**config.mk**
```make
export PLATFORM = sky130hd
export DESIGN_NAME = two_track_invariant_mass_window_core_flat
export DESIGN_NICKNAME = d
export VERILOG_FILES = /design/src/sv/tmiw_pkg.sv /design/src/sv/tmiw_ifs.sv /design/src/sv/two_track_invariant_mass_window_core.sv /design/src/sv/tmiw_isqrt.sv /design/src/flat_wrapper.sv
export SDC_FILE = /design/constraint.sdc
export NUM_CORES = 2
export LEC_CHECK = 0
export ABC_AREA = 1
export BUFFER_PORTS_ARGS = -buffer_cell sky130_fd_sc_hd__buf_4
export CORE_MARGIN = 1
export CORE_UTILIZATION = 30
export DETAILED_ROUTE_END_ITERATION = 10
export GPL_TIMING_DRIVEN = 1
export PLACE_DENSITY_LB_ADDON = 0.25
export SLEW_MARGIN = 20
export SYNTH_ARGS = -nofsm -noshare
export SYNTH_HDL_FRONTEND = slang
export SYNTH_HIERARCHICAL = 1
export SYNTH_SLANG_ARGS = --single-unit
```
**constraint.sdc**
```tcl
create_clock -name clk -period 12.5 [get_ports clk]
set_clock_uncertainty 0.2 [all_clocks]
set_input_delay 0.625 -clock clk [delete_from_list [all_inputs] [get_ports clk]]
set_output_delay 0.625 -clock clk [all_outputs]
set_load 0.01 [all_outputs]
```
**src/sv/tmiw_pkg.sv**
```systemverilog
`timescale 1ns / 1ps
`default_nettype none

package tmiw_pkg;

  localparam int MOM_W      = 26;
  localparam int Q_W        = 2;
  localparam int PM_W       = 20;
  localparam int WIN_W      = 23;
  localparam int MASS_W     = 23;
  localparam int SLOT_OUT_W = 4;
  localparam int CFG_IDX_W  = 2;
  localparam int CFG_W      = 23;
  localparam int E_W        = 27;
  localparam int ES_W       = 28;
  localparam int OP_W       = 28;
  localparam int SQ_W       = 56;
  localparam int ROOT_W     = 28;
  localparam int REM_W      = 30;

  localparam int DEF_MAX_TRACKS = 16;

  localparam logic [PM_W-1:0]  PION_MASS_RST   = 20'd139570;
  localparam logic [PM_W-1:0]  KAON_MASS_RST   = 20'd493680;
  localparam logic [WIN_W-1:0] WINDOW_LOW_RST  = 23'd1700000;
  localparam logic [WIN_W-1:0] WINDOW_HIGH_RST = 23'd2100000;

  localparam logic [CFG_IDX_W-1:0] REG_PION_MASS   = 2'd0;
  localparam logic [CFG_IDX_W-1:0] REG_KAON_MASS   = 2'd1;
  localparam logic [CFG_IDX_W-1:0] REG_WINDOW_LOW  = 2'd2;
  localparam logic [CFG_IDX_W-1:0] REG_WINDOW_HIGH = 2'd3;

  localparam logic [Q_W-1:0] Q_NEG = 2'b11;
  localparam logic [Q_W-1:0] Q_POS = 2'b01;

  typedef struct packed {
    logic signed [MOM_W-1:0] mom_x;
    logic signed [MOM_W-1:0] mom_y;
    logic signed [MOM_W-1:0] mom_z;
    logic [Q_W-1:0]          q;
  } track_t;

  typedef struct packed {
    logic            start;
    logic [SQ_W-1:0] radicand;
  } root_req_t;

  typedef struct packed {
    logic              done;
    logic [ROOT_W-1:0] root;
  } root_rsp_t;

  typedef enum logic [3:0] {
    ST_IDLE,
    ST_SQ,
    ST_ROOT,
    ST_READ,
    ST_CHECK,
    ST_HYP,
    ST_EMIT,
    ST_FLUSH,
    ST_STORE
  } state_t;

  typedef enum logic [2:0] {
    PH_P2N,
    PH_EN_PI,
    PH_EN_K,
    PH_P2E,
    PH_EE_PI,
    PH_EE_K,
    PH_PS2,
    PH_M2
  } phase_t;

endpackage

`default_nettype wire

```
**src/sv/tmiw_ifs.sv**
```systemverilog
`timescale 1ns / 1ps
`default_nettype none

interface tmiw_track_if;
  logic                                 valid;
  logic                                 ready;
  logic signed [tmiw_pkg::MOM_W-1:0]    mom_x;
  logic signed [tmiw_pkg::MOM_W-1:0]    mom_y;
  logic signed [tmiw_pkg::MOM_W-1:0]    mom_z;
  logic signed [tmiw_pkg::Q_W-1:0]      track_charge;
  logic                                 event_end;

  modport source (output valid, mom_x, mom_y, mom_z, track_charge, event_end, input ready);
  modport sink (input valid, mom_x, mom_y, mom_z, track_charge, event_end, output ready);
endinterface

interface tmiw_result_if;
  logic                                valid;
  logic                                ready;
  logic [tmiw_pkg::MASS_W-1:0]         pair_mass;
  logic                                hypothesis;
  logic [tmiw_pkg::SLOT_OUT_W-1:0]     partner_slot;
  logic                                last_result;

  modport source (output valid, pair_mass, hypothesis, partner_slot, last_result, input ready);
  modport sink (input valid, pair_mass, hypothesis, partner_slot, last_result, output ready);
endinterface

`default_nettype wire

```
**src/sv/two_track_invariant_mass_window_core.sv**
```systemverilog
// Two-track invariant mass window, kaon-pion pairs.
// Tracks arrive on the tracks channel (valid/ready), one item per track, with
// event_end set on the last track of an event. Each track is paired with the
// stored earlier tracks of another charge; both hypotheses are evaluated and
// masses inside [window_low, window_high] leave on the results channel, in
// slot order, hypothesis 0 first, last_result marking the final one per track.
// Configuration is a write port (cfg_wr_en, cfg_index, cfg_data), to be written
// idle by the user; the block itself does not enforce this. Processing time is
// set by the one shared 28-step square-root unit, used twice per track and up
// to four times per opposite-charge pair; same-charge tracks are skipped.
// The next track is taken once the current one is stored.
// Each result is held back until the next one is found or the track is done,
// so that the last one can be marked.
// A stalled receiver holds the output register; the sequencer waits when it
// has a new result and both holding registers are full.
// Reset restores the register defaults and empties the track store; store
// contents are not cleared and need no clearing pass.
`timescale 1ns / 1ps
`default_nettype none

module two_track_invariant_mass_window_core #(
  parameter int MAX_TRACKS = tmiw_pkg::DEF_MAX_TRACKS
) (
  input  logic                           clk,
  input  logic                           rst,
  input  logic                           cfg_wr_en,
  input  logic [tmiw_pkg::CFG_IDX_W-1:0] cfg_index,
  input  logic [tmiw_pkg::CFG_W-1:0]     cfg_data,
  tmiw_track_if.sink                     tracks,
  tmiw_result_if.source                  results
);
  import tmiw_pkg::*;

  localparam int SLOT_W  = $clog2(MAX_TRACKS);
  localparam int CNT_W   = $clog2(MAX_TRACKS + 1);
  localparam int MAX_RES = 2 * (MAX_TRACKS - 1);
  localparam int RES_W   = $clog2(MAX_RES + 1);

  function automatic logic [OP_W-1:0] mag(input logic signed [OP_W-1:0] v);
    return v[OP_W-1] ? OP_W'(-v) : OP_W'(v);
  endfunction

  logic [PM_W-1:0]  pion_mass;
  logic [PM_W-1:0]  kaon_mass;
  logic [WIN_W-1:0] window_low;
  logic [WIN_W-1:0] window_high;

  state_t state, state_next;
  phase_t phase;
  logic [1:0]        k;
  logic [SQ_W-1:0]   acc;
  logic [SQ_W-1:0]   sq_q;
  logic [SQ_W-1:0]   sum;
  logic [SQ_W-1:0]   p2n, p2e, ps2;
  logic [E_W-1:0]    en_pi, en_k, ee_pi, ee_k;
  logic [ES_W-1:0]   es;
  logic [ROOT_W-1:0] mass;
  track_t            trk, ent, rdata;
  logic              ev_end;
  logic [CNT_W-1:0]  s, count;
  logic [CNT_W+3:0]  s_ext;
  logic [RES_W-1:0]  n;
  logic              h;

  logic                  pend_valid;
  logic [MASS_W-1:0]     pend_mass;
  logic                  pend_hyp;
  logic [SLOT_OUT_W-1:0] pend_slot;

  logic                  out_valid;
  logic [MASS_W-1:0]     out_mass;
  logic                  out_hyp;
  logic [SLOT_OUT_W-1:0] out_slot;
  logic                  out_last;

  track_t mem [MAX_TRACKS];

  root_req_t root_req;
  root_rsp_t root_rsp;

  logic [1:0]            nops;
  logic                  last_k;
  logic signed [OP_W-1:0] tc, ec;
  logic [OP_W-1:0]       op;
  logic [2*OP_W-1:0]     prod;
  logic                  m2_neg, in_win, ekaon, hyp_full, more, q_same, ofree, cnt_room;
  logic [E_W-1:0]        ea, eb;
  logic                  in_take, rd_en, mem_we, push, emit_go, flush_go;

  tmiw_isqrt u_isqrt (
    .clk (clk),
    .rst (rst),
    .req (root_req),
    .rsp (root_rsp)
  );

  always_ff @(posedge clk) begin
    if (rst) begin
      pion_mass   <= PION_MASS_RST;
      kaon_mass   <= KAON_MASS_RST;
      window_low  <= WINDOW_LOW_RST;
      window_high <= WINDOW_HIGH_RST;
    end else if (cfg_wr_en) begin
      unique case (cfg_index)
        REG_PION_MASS:   pion_mass   <= cfg_data[PM_W-1:0];
        REG_KAON_MASS:   kaon_mass   <= cfg_data[PM_W-1:0];
        REG_WINDOW_LOW:  window_low  <= cfg_data[WIN_W-1:0];
        REG_WINDOW_HIGH: window_high <= cfg_data[WIN_W-1:0];
      endcase
    end
  end

  // operand select for the shared squarer
  always_comb begin
    unique case (k)
      2'd0:    begin tc = {{2{trk.mom_x[MOM_W-1]}}, trk.mom_x};
                     ec = {{2{ent.mom_x[MOM_W-1]}}, ent.mom_x}; end
      2'd1:    begin tc = {{2{trk.mom_y[MOM_W-1]}}, trk.mom_y};
                     ec = {{2{ent.mom_y[MOM_W-1]}}, ent.mom_y}; end
      default: begin tc = {{2{trk.mom_z[MOM_W-1]}}, trk.mom_z};
                     ec = {{2{ent.mom_z[MOM_W-1]}}, ent.mom_z}; end
    endcase
    unique case (phase)
      PH_P2N:             begin op = mag(tc);              nops = 2'd3; end
      PH_P2E:             begin op = mag(ec);              nops = 2'd3; end
      PH_PS2:             begin op = mag(tc + ec);         nops = 2'd3; end
      PH_EN_PI, PH_EE_PI: begin op = OP_W'(pion_mass);     nops = 2'd1; end
      PH_EN_K, PH_EE_K:   begin op = OP_W'(kaon_mass);     nops = 2'd1; end
      PH_M2:              begin op = OP_W'(es);            nops = 2'd1; end
    endcase
  end

  assign prod     = op * op;
  assign last_k   = (k == nops);
  assign sum      = acc + sq_q;
  assign m2_neg   = (sum < ps2);
  assign in_win   = (mass >= ROOT_W'(window_low)) && (mass <= ROOT_W'(window_high));
  assign ekaon    = h ? (ent.q == Q_POS) : (ent.q == Q_NEG);
  assign ea       = ekaon ? ee_k : ee_pi;
  assign eb       = ekaon ? en_pi : en_k;
  assign hyp_full = (n >= RES_W'(MAX_RES));
  assign more     = (s < count);
  assign q_same   = (rdata.q == trk.q);
  assign ofree    = !out_valid || results.ready;
  assign cnt_room = (count < CNT_W'(MAX_TRACKS));
  assign in_take  = tracks.valid && tracks.ready;
  assign s_ext    = {4'b0000, s};

  always_comb begin
    state_next = state;
    unique case (state)
      ST_IDLE:  if (in_take) state_next = ST_SQ;
      ST_SQ: begin
        if (last_k) begin
          unique case (phase)
            PH_P2N, PH_P2E: state_next = ST_SQ;
            PH_PS2:         state_next = ST_HYP;
            PH_M2:          state_next = m2_neg ? (h ? ST_READ : ST_HYP) : ST_ROOT;
            default:        state_next = ST_ROOT;
          endcase
        end
      end
      ST_ROOT: begin
        if (root_rsp.done) begin
          unique case (phase)
            PH_EN_K: state_next = ST_READ;
            PH_M2:   state_next = ST_EMIT;
            default: state_next = ST_SQ;
          endcase
        end
      end
      ST_READ:  state_next = more ? ST_CHECK : ST_FLUSH;
      ST_CHECK: state_next = q_same ? ST_READ : ST_SQ;
      ST_HYP:   state_next = hyp_full ? ST_FLUSH : ST_SQ;
      ST_EMIT:  if (emit_go) state_next = h ? ST_READ : ST_HYP;
      ST_FLUSH: if (flush_go) state_next = ST_STORE;
      ST_STORE: state_next = ST_IDLE;
      default:  state_next = ST_IDLE;
    endcase
  end

  always_comb begin
    tracks.ready      = 1'b0;
    root_req.start    = 1'b0;
    root_req.radicand = sum;
    rd_en             = 1'b0;
    mem_we            = 1'b0;
    emit_go           = 1'b0;
    flush_go          = 1'b0;
    push              = 1'b0;
    unique case (state)
      ST_IDLE: tracks.ready = 1'b1;
      ST_SQ: begin
        if (last_k) begin
          unique case (phase)
            PH_EN_PI, PH_EN_K, PH_EE_PI, PH_EE_K: root_req.start = 1'b1;
            PH_M2: begin
              root_req.start    = !m2_neg;
              root_req.radicand = sum - ps2;
            end
            default: ;
          endcase
        end
      end
      ST_READ:  rd_en = more;
      ST_EMIT: begin
        emit_go = !(in_win && pend_valid && !ofree);
        push    = in_win && pend_valid && ofree;
      end
      ST_FLUSH: begin
        flush_go = !pend_valid || ofree;
        push     = pend_valid && ofree;
      end
      ST_STORE: mem_we = cnt_room;
      default: ;
    endcase
  end

  always_ff @(posedge clk) begin
    if (mem_we) mem[count[SLOT_W-1:0]] <= trk;
    if (rd_en) rdata <= mem[s[SLOT_W-1:0]];
  end

  always_ff @(posedge clk) begin
    if (rst) begin
      state      <= ST_IDLE;
      count      <= '0;
      pend_valid <= 1'b0;
      out_valid  <= 1'b0;
    end else begin
      state <= state_next;
      if (state == ST_STORE) begin
        if (ev_end) count <= '0;
        else if (cnt_room) count <= count + CNT_W'(1);
      end
      if (emit_go && in_win) pend_valid <= 1'b1;
      else if (flush_go) pend_valid <= 1'b0;
      if (push) out_valid <= 1'b1;
      else if (results.ready) out_valid <= 1'b0;
    end
  end

  always_ff @(posedge clk) begin
    if (push) begin
      out_mass <= pend_mass;
      out_hyp  <= pend_hyp;
      out_slot <= pend_slot;
      out_last <= (state == ST_FLUSH);
    end
  end

  always_ff @(posedge clk) begin
    unique case (state)
      ST_IDLE: begin
        if (in_take) begin
          trk.mom_x <= tracks.mom_x;
          trk.mom_y <= tracks.mom_y;
          trk.mom_z <= tracks.mom_z;
          trk.q     <= tracks.track_charge;
          ev_end    <= tracks.event_end;
          phase     <= PH_P2N;
          k         <= 2'd0;
          acc       <= '0;
          n         <= '0;
          h         <= 1'b0;
        end
      end
      ST_SQ: begin
        sq_q <= prod;
        if (!last_k) begin
          k <= k + 2'd1;
          if (k != 2'd0) acc <= sum;
        end else begin
          unique case (phase)
            PH_P2N: begin
              p2n <= sum; phase <= PH_EN_PI; acc <= sum; k <= 2'd0;
            end
            PH_P2E: begin
              p2e <= sum; phase <= PH_EE_PI; acc <= sum; k <= 2'd0;
            end
            PH_PS2: begin
              ps2 <= sum; h <= 1'b0;
            end
            PH_M2: begin
              if (m2_neg) begin
                if (h) s <= s + CNT_W'(1);
                else h <= 1'b1;
              end
            end
            default: ;
          endcase
        end
      end
      ST_ROOT: begin
        if (root_rsp.done) begin
          unique case (phase)
            PH_EN_PI: begin
              en_pi <= root_rsp.root[E_W-1:0]; phase <= PH_EN_K; acc <= p2n; k <= 2'd0;
            end
            PH_EN_K: begin
              en_k <= root_rsp.root[E_W-1:0]; s <= '0;
            end
            PH_EE_PI: begin
              ee_pi <= root_rsp.root[E_W-1:0]; phase <= PH_EE_K; acc <= p2e; k <= 2'd0;
            end
            PH_EE_K: begin
              ee_k <= root_rsp.root[E_W-1:0]; phase <= PH_PS2; acc <= '0; k <= 2'd0;
            end
            PH_M2: mass <= root_rsp.root;
            default: ;
          endcase
        end
      end
      ST_CHECK: begin
        ent <= rdata;
        if (q_same) begin
          s <= s + CNT_W'(1);
        end else begin
          phase <= PH_P2E; acc <= '0; k <= 2'd0; h <= 1'b0;
        end
      end
      ST_HYP: begin
        if (!hyp_full) begin
          es    <= ES_W'(ea) + ES_W'(eb);
          phase <= PH_M2;
          acc   <= '0;
          k     <= 2'd0;
        end
      end
      ST_EMIT: begin
        if (emit_go) begin
          if (in_win) begin
            pend_mass <= mass[MASS_W-1:0];
            pend_hyp  <= h;
            pend_slot <= s_ext[SLOT_OUT_W-1:0];
            n         <= n + RES_W'(1);
          end
          if (h) s <= s + CNT_W'(1);
          else h <= 1'b1;
        end
      end
      default: ;
    endcase
  end

  assign results.valid        = out_valid;
  assign results.pair_mass    = out_mass;
  assign results.hypothesis   = out_hyp;
  assign results.partner_slot = out_slot;
  assign results.last_result  = out_last;

endmodule

`default_nettype wire

```
**src/sv/tmiw_isqrt.sv**
```systemverilog
`timescale 1ns / 1ps
`default_nettype none

module tmiw_isqrt (
  input  logic                clk,
  input  logic                rst,
  input  tmiw_pkg::root_req_t req,
  output tmiw_pkg::root_rsp_t rsp
);
  import tmiw_pkg::*;

  localparam int CNT_W = $clog2(ROOT_W + 1);

  logic [SQ_W-1:0]   rad;
  logic [REM_W-1:0]  rem;
  logic [ROOT_W-1:0] root;
  logic [CNT_W-1:0]  cnt;
  logic              active;
  logic              done;
  logic [REM_W-1:0]  rem_shift;
  logic [REM_W-1:0]  trial;

  assign rem_shift = {rem[REM_W-3:0], rad[SQ_W-1 -: 2]};
  assign trial     = {root, 2'b01};

  always_ff @(posedge clk) begin
    if (rst) begin
      active <= 1'b0;
      done   <= 1'b0;
      cnt    <= '0;
    end else begin
      done <= 1'b0;
      if (req.start) begin
        active <= 1'b1;
        cnt    <= CNT_W'(ROOT_W);
      end else if (active) begin
        cnt <= cnt - CNT_W'(1);
        if (cnt == CNT_W'(1)) begin
          active <= 1'b0;
          done   <= 1'b1;
        end
      end
    end
  end

  always_ff @(posedge clk) begin
    if (req.start) begin
      rad  <= req.radicand;
      rem  <= '0;
      root <= '0;
    end else if (active) begin
      rad <= {rad[SQ_W-3:0], 2'b00};
      if (rem_shift >= trial) begin
        rem  <= rem_shift - trial;
        root <= {root[ROOT_W-2:0], 1'b1};
      end else begin
        rem  <= rem_shift;
        root <= {root[ROOT_W-2:0], 1'b0};
      end
    end
  end

  assign rsp.done = done;
  assign rsp.root = root;

endmodule

`default_nettype wire

```
**src/flat_wrapper.sv**
```systemverilog
// flat-port wrapper written by rule: the top's interface ports become plain ports
module two_track_invariant_mass_window_core_flat import tmiw_pkg::*;
#(
  parameter int MAX_TRACKS = tmiw_pkg::DEF_MAX_TRACKS
)
  (clk, rst, cfg_wr_en, cfg_index, cfg_data, tracks_valid, tracks_mom_x, tracks_mom_y, tracks_mom_z, tracks_track_charge, tracks_event_end, tracks_ready, results_valid, results_pair_mass, results_hypothesis, results_partner_slot, results_last_result, results_ready);
  tmiw_track_if tracks_i ();
  tmiw_result_if results_i ();
  input  logic clk;
  input  logic rst;
  input  logic cfg_wr_en;
  input  logic [tmiw_pkg::CFG_IDX_W-1:0] cfg_index;
  input  logic [tmiw_pkg::CFG_W-1:0] cfg_data;
  input wire logic [$bits(tracks_i.valid)-1:0] tracks_valid;
  input wire logic [$bits(tracks_i.mom_x)-1:0] tracks_mom_x;
  input wire logic [$bits(tracks_i.mom_y)-1:0] tracks_mom_y;
  input wire logic [$bits(tracks_i.mom_z)-1:0] tracks_mom_z;
  input wire logic [$bits(tracks_i.track_charge)-1:0] tracks_track_charge;
  input wire logic [$bits(tracks_i.event_end)-1:0] tracks_event_end;
  output wire logic [$bits(tracks_i.ready)-1:0] tracks_ready;
  output wire logic [$bits(results_i.valid)-1:0] results_valid;
  output wire logic [$bits(results_i.pair_mass)-1:0] results_pair_mass;
  output wire logic [$bits(results_i.hypothesis)-1:0] results_hypothesis;
  output wire logic [$bits(results_i.partner_slot)-1:0] results_partner_slot;
  output wire logic [$bits(results_i.last_result)-1:0] results_last_result;
  input wire logic [$bits(results_i.ready)-1:0] results_ready;
  assign tracks_i.valid = tracks_valid;
  assign tracks_i.mom_x = tracks_mom_x;
  assign tracks_i.mom_y = tracks_mom_y;
  assign tracks_i.mom_z = tracks_mom_z;
  assign tracks_i.track_charge = tracks_track_charge;
  assign tracks_i.event_end = tracks_event_end;
  assign tracks_ready = tracks_i.ready;
  assign results_valid = results_i.valid;
  assign results_pair_mass = results_i.pair_mass;
  assign results_hypothesis = results_i.hypothesis;
  assign results_partner_slot = results_i.partner_slot;
  assign results_last_result = results_i.last_result;
  assign results_i.ready = results_ready;
  two_track_invariant_mass_window_core #(.MAX_TRACKS(MAX_TRACKS)) u_core (.clk(clk), .rst(rst), .cfg_wr_en(cfg_wr_en), .cfg_index(cfg_index), .cfg_data(cfg_data), .tracks(tracks_i), .results(results_i));
endmodule
```
After elaboration in Yosys (flattened, before gate mapping):

Memory sizes are Yosys's and may differ from the RTL's. A register that Yosys moved wholly into a read port is not among the register bits.
Cells that the tools add are included.

* add/subtract/negate cells: 13
* $mul: 1
* magnitude comparators: 7
* equality and inequality tests: 43
* muxes and demuxes: 96
* bitwise operators: 2
* reduce and logical (&&, ||, !) cells: 59

Operators with widths (count)
* 2-to-1 mux 56 bit: 10
* case mux 56 bit (5 select lines): 1
* case mux 28 bit (6 select lines): 1
* case mux 56 bit (3 select lines): 1
* 2-to-1 mux 57 bit: 2
* 2-to-1 mux 28 bit: 4
* case mux 28 bit (2 select lines): 2
* negation 28 bit: 3
* 2-to-1 mux 5 bit: 15
* adder 56 bit: 1
* < comparator 56 bit: 1
* multiplier 28 x 28 -> 56 bit: 1
* subtractor 56 bit: 1
* 2-to-1 mux 27 bit: 2
* case mux 4 bit (8 select lines): 1
* >= comparator 30 bit: 1
* adder 27 x 27 -> 28 bit: 1
* adder 28 bit: 1
* >= comparator 28 x 23 -> 1 bit: 1
* less-or-equal comparator 28 x 23 -> 1 bit: 1
* subtractor 28 bit: 1
* AND reduction 3 bit: 9
* 2-to-1 mux 4 bit: 6
* AND reduction 8 bit: 3
* 54 further kinds: 151

* register bits: 894
* RAM bits: 1280
* input port bits: 111
* output and inout port bits: 31
* word-level logic and storage cells: 269
* memories kept: 1

Memory list
* u_core.mem: words 16, bits a word 80, rd ports 1, clocked after memory_dff 1, wr ports 1, RTL line two_track_invariant_mass_window_core.sv:76 `track_t mem [MAX_TRACKS];`

Logic depth before layout (Yosys ltp):

* depth in word-level cells: 8
* mapped depth: 61
* mapped depth without buffers: 56

By module:

The synthesis kept the hierarchy.

Modules (own cells, without submodules)
* two_track_invariant_mass_window_core: times used 1, cells each 10337, area each 115672.2 um2, seq. area each 63110.5 um2
* tmiw_isqrt: times used 1, cells each 1000, area each 7081.8 um2, seq. area each 2942.8 um2

Least setup slack after synthesis:

OpenSTA, ideal clock, no wires.

* kind: register to register
* start: register u_core.k[0]
* end: register u_core.sq_q[53], data pin
* library setup time: 0.262 ns
* arrival: 9.872 ns
* data required time: 12.038 ns
* path slack: 2.165 ns
* cell stages (with the launch flop): 50
* path buffers: 9
* clock period less this slack: 10.335 ns
* cell sequence: edfxtp_1 > inv_1 > ha_1 > buf_6 > buf_6 > buf_6 > buf_2 > clkbuf_1 > a22o_1 > a21oi_1 > inv_1 > buf_2 > buf_2 > ha_1 > inv_1 > nor2_1 > a211oi_1 > nand3_2 > [14 not listed] > inv_1 > fa_1 > fa_1 > inv_1 > fa_1 > inv_1 > ha_1 > nand2_1 > nor2_1 > nand2_1 > nor4_1 > a21oi_1 > o21ai_0 > a21oi_1 > o31ai_1 > a21o_1 > a21oi_1 > xor2_1

* cells in the longest elaborated chain, start to end: 7
* elaborated cells on any way between the ends: 13
* classes of those cells: 4 x add/sub; 1 x mul; 1 x eq/ne; 6 x mux; 1 x reduce/logical

Ends and longest elaborated chain
* start: declaration: RTL line two_track_invariant_mass_window_core.sv:50 `logic [1:0] k;`
* start signal: assignment: RTL line two_track_invariant_mass_window_core.sv:271 `k <= k + 2'd1;`
* == test 2 x 1 -> 1 bit / logical NOT 2 bit (equally long branches): RTL line two_track_invariant_mass_window_core.sv:115 `unique case (k)`
* case mux 28 bit (2 select lines): RTL line two_track_invariant_mass_window_core.sv:115
* adder 28 bit: RTL line two_track_invariant_mass_window_core.sv:126 `PH_PS2: begin op = mag(tc + ec); nops = 2'd3; end`
* negation 28 bit: RTL line two_track_invariant_mass_window_core.sv:40 `return v[OP_W-1] ? OP_W'(-v) : OP_W'(v);`
* 2-to-1 mux 28 bit: RTL line two_track_invariant_mass_window_core.sv:40
* case mux 28 bit (6 select lines) (*): RTL line two_track_invariant_mass_window_core.sv:123 `unique case (phase)`
* multiplier 28 x 28 -> 56 bit (*): RTL line two_track_invariant_mass_window_core.sv:133 `assign prod = op * op;`
* net u_core.prod[53]: RTL line two_track_invariant_mass_window_core.sv:85 `logic [2*OP_W-1:0] prod;`
* end signal: assignment: RTL line two_track_invariant_mass_window_core.sv:269 `sq_q <= prod;`
* end: declaration: RTL line two_track_invariant_mass_window_core.sv:52 `logic [SQ_W-1:0] sq_q;`

Mark *: on every way through the listed nets, which the timed path passes. The rest lies on a longest branch.
A chain may end at the register's enable or synchronous reset.

Worst setup path in the final report:

* start: register u_core.k[0]
* end: register u_core.sq_q[55], data pin

Same word-level chain as after synthesis.

==> metrics.txt <==
status completed; final core occ 34.39%; clock slew at the register clock pins of the worst setup and hold paths approximately 60 ps; Hold WC Path Type in -> reg; Cells after Synth around 11000; setup violators final 0; Die Area 411700 um^2; antenna violations before repair 19; sequential share of the synthesized area approximately 54%; DP Area 130800 um^2; pin count of the biggest net entering global routing around 160; Critical Path Source Type flop; slowest stage delay, CP around 540 ps; post-route ant nets 0; chip width around 640 um; Max FO, Critical Path 17; Placer Congestion between 0.9 and 1; metal3 WL between 15 and 20 mm; Worst path slowest cell fa_1; routed vias/inst about 4.9; root buf cell clkbuf_16; Core Rows approximately 230; biggest area consumer among synthesized cells edfxtp_1; Worst Setup Path Type reg -> reg; Post-synth EDFFs ~2100; Sum Neg Setup Slack 0 ps; Synth Flop Type edfxtp_1; synth warn 6; met2 routed WL approximately 200 mm; Ports about 140; Final Cell Area about 140000 um^2; Mean Syn Cell Area about 11 um^2; post-synthesis async set-or-reset flop share 0%; global-route congestion overflow total 0; worst endpoint required time between 10000 and 15000 ps; CTS tree built; Cell Area, Synth between 100000 and 150000 um^2; Avg WL per Cell around 24 um; Synth top area share around 50%; Mapped Nets around 13000; maximum clock rate approximately 83 MHz; initial DRC count 7211; Pins Over Slew Limit 0; Inserted Clock Buffers about 250; top cells by area, synth edfxtp_1 51%, fa_1 9.9%, nand2_1 5.2%, ha_1 4.7%, inv_1 4.5%; area grow syn2layout 13.92%; dpl hpwl about 290 mm; synth unique cells roughly 70; vias in the first global route slightly above 80000; Final nets ~13000; CP Capture Type flop; Global Route Usage Sum between 10% and 20%; Max H-tree Level 4; post-layout minimum cycle time 12010 ps; vias roughly 85000; Die Ht roughly 640 um; PortBufs between 100 and 150; Yosys reg bits about 2300; share of cells above drive strength 1 a little under a tenth; Clock Path Buffers 4; max cap viols 0; Rel. slew slack 12.15%; CTS Sinks ~2300; slew at the pin closest to its max-slew limit around 1300 ps; RSZ-0062 raised after global routing no; Final Hold Viols 0; CP arrival between 10000 and 15000 ps; top layer reached by signal wires met5; Total Wirelength roughly 410 mm; clock latency on the worst-skew pair about 990 ps; fin crit share slightly below 100%; starting density of the core 30.18%; DR DRC count 0; first-pass GRT wire length a little under 600 mm; First-pass DRT Iterations 6; wire length on met1 ~180 mm; Core Region between 400000 and 500000 um^2
synth_stat cells (all sizes together), types with 29 or more instances:
cell,count
xor2,119
o221ai,145
clkbuf,316
nor3,61
o22ai,29
a21oi,494
o211ai,81
mux2,54
inv,1541
nor2,1441
buf,126
o32ai,185
o21ai,653
nand3,453
dfxtp,160
edfxtp,2093
xnor2,76
nand4,66
fa,608
ha,465
a31oi,43
nand2,1752
mux2i,137
cell type report:
class / count / area (um^2)
tap: 5428 / 6792
clock buffer: 310 / 6519
multi-input combinational: 7095 / 49230
timing repair buffer: 510 / 4219
sequential: 2253 / 66050
inverter: 1548 / 5838
antenna: 6 / 15.01
clock inverter: 141 / 1182
fill: 40940 / 266800
worst max-delay path, delay by kind of cell, from the launching register on:
kind	cells	cell delay, ps
flops	1	430
buf+inv	10	1080
xor+xnor	1	180
compound gates	7	1820
simple gates	20	3430
fa+ha+maj	10	4500
registers in the layout (all words and copies together) (netlist names), 28 cells and up:
signal               count
u_core/mass             28
u_core/acc              56
u_core/p2e              56
u_core/ent              80
u_core/es               28
u_core/u_isqrt/rad      56
u_core/u_isqrt/root     28
u_core/sq_q             55
u_core/mem            1280
u_core/trk              80
u_core/u_isqrt/rem      28
u_core/p2n              56
u_core/ps2              56
u_core/rdata            80
layout by cell type, fill, tap and decap left out, drive strengths merged, types with 21 or more instances in the layout:
cell type / count
o221ai: 145
o21ai: 653
dfxtp: 160
o211ai: 81
inv: 1551
o32ai: 185
ha: 465
nor2: 1442
edfxtp: 2093
mux2i: 137
nand4: 66
nand2: 1752
a21o: 21
xnor2: 76
or2: 21
xor2: 119
nor3: 61
dlygate4sd3: 123
mux2: 54
a31oi: 43
a22o: 27
o22ai: 29
nand3: 453
clkbuf: 310
clkinv: 119
fa: 608
buf: 387
a21oi: 494
what timing repair did:
item	in CTS	in global routing
setup buffers	0	2
hold endpoints to repair	176	0
resized for setup	0	8
endpoints found under the setup margin	0	8
hold buffers	123	0
stage by stage:
stage          hold slack, ps  setup slack [ps]  cells
6_report                113.4             488.0  17290
5_1_grt                 94.03             60.21  17290
4_1_cts                 38.22             339.6  17280
3_5_place_dp            204.5             453.0  16710
3_3_place_gp            201.8             508.1  16710
2_1_floorplan           200.3              2165  11340
routing by layer:
layer / GRT usage [%] / vias to the layer above
met5: 0 / -
met4: 6.108 / 6
met3: 2.260 / 523
met2: 32.66 / 2155
met1: 25.89 / 42880
li1: - / 39350
worst paths after layout:
| check | startpoint | to | slack, ps | depth (start not counted) |
|---|---|---|---|---|
| max | u_core/k[0] | u_core/sq_q[55] | 490 | 48 |
| min | cfg_wr_en | u_core/window_high[9] | 110 | 5 |
| max reg2reg | u_core/k[0] | u_core/sq_q[55] | 490 | 48 |
| min reg2reg | u_core/rdata[45] | u_core/ent[45] | 150 | 0 |
kinds of logic (layout without fill, tap and decap cells):
group	Yosys count	in the layout	share of synthesized area (%)
and+or+nand+nor	3830	3831	13.03
DFF	2253	2253	53.81
buffers and inverters	1990	2509	6.363
AOI/OAI and AO/OA	1805	1805	9.134
adders and majority gates	1073	1073	14.66
xor gates and xnor gates	195	195	1.391
muxes	191	191	1.612
other	0	6	0
Power is not shown: default switching activity piles up to over one toggle a cycle in this logic, so the estimate is an artifact.
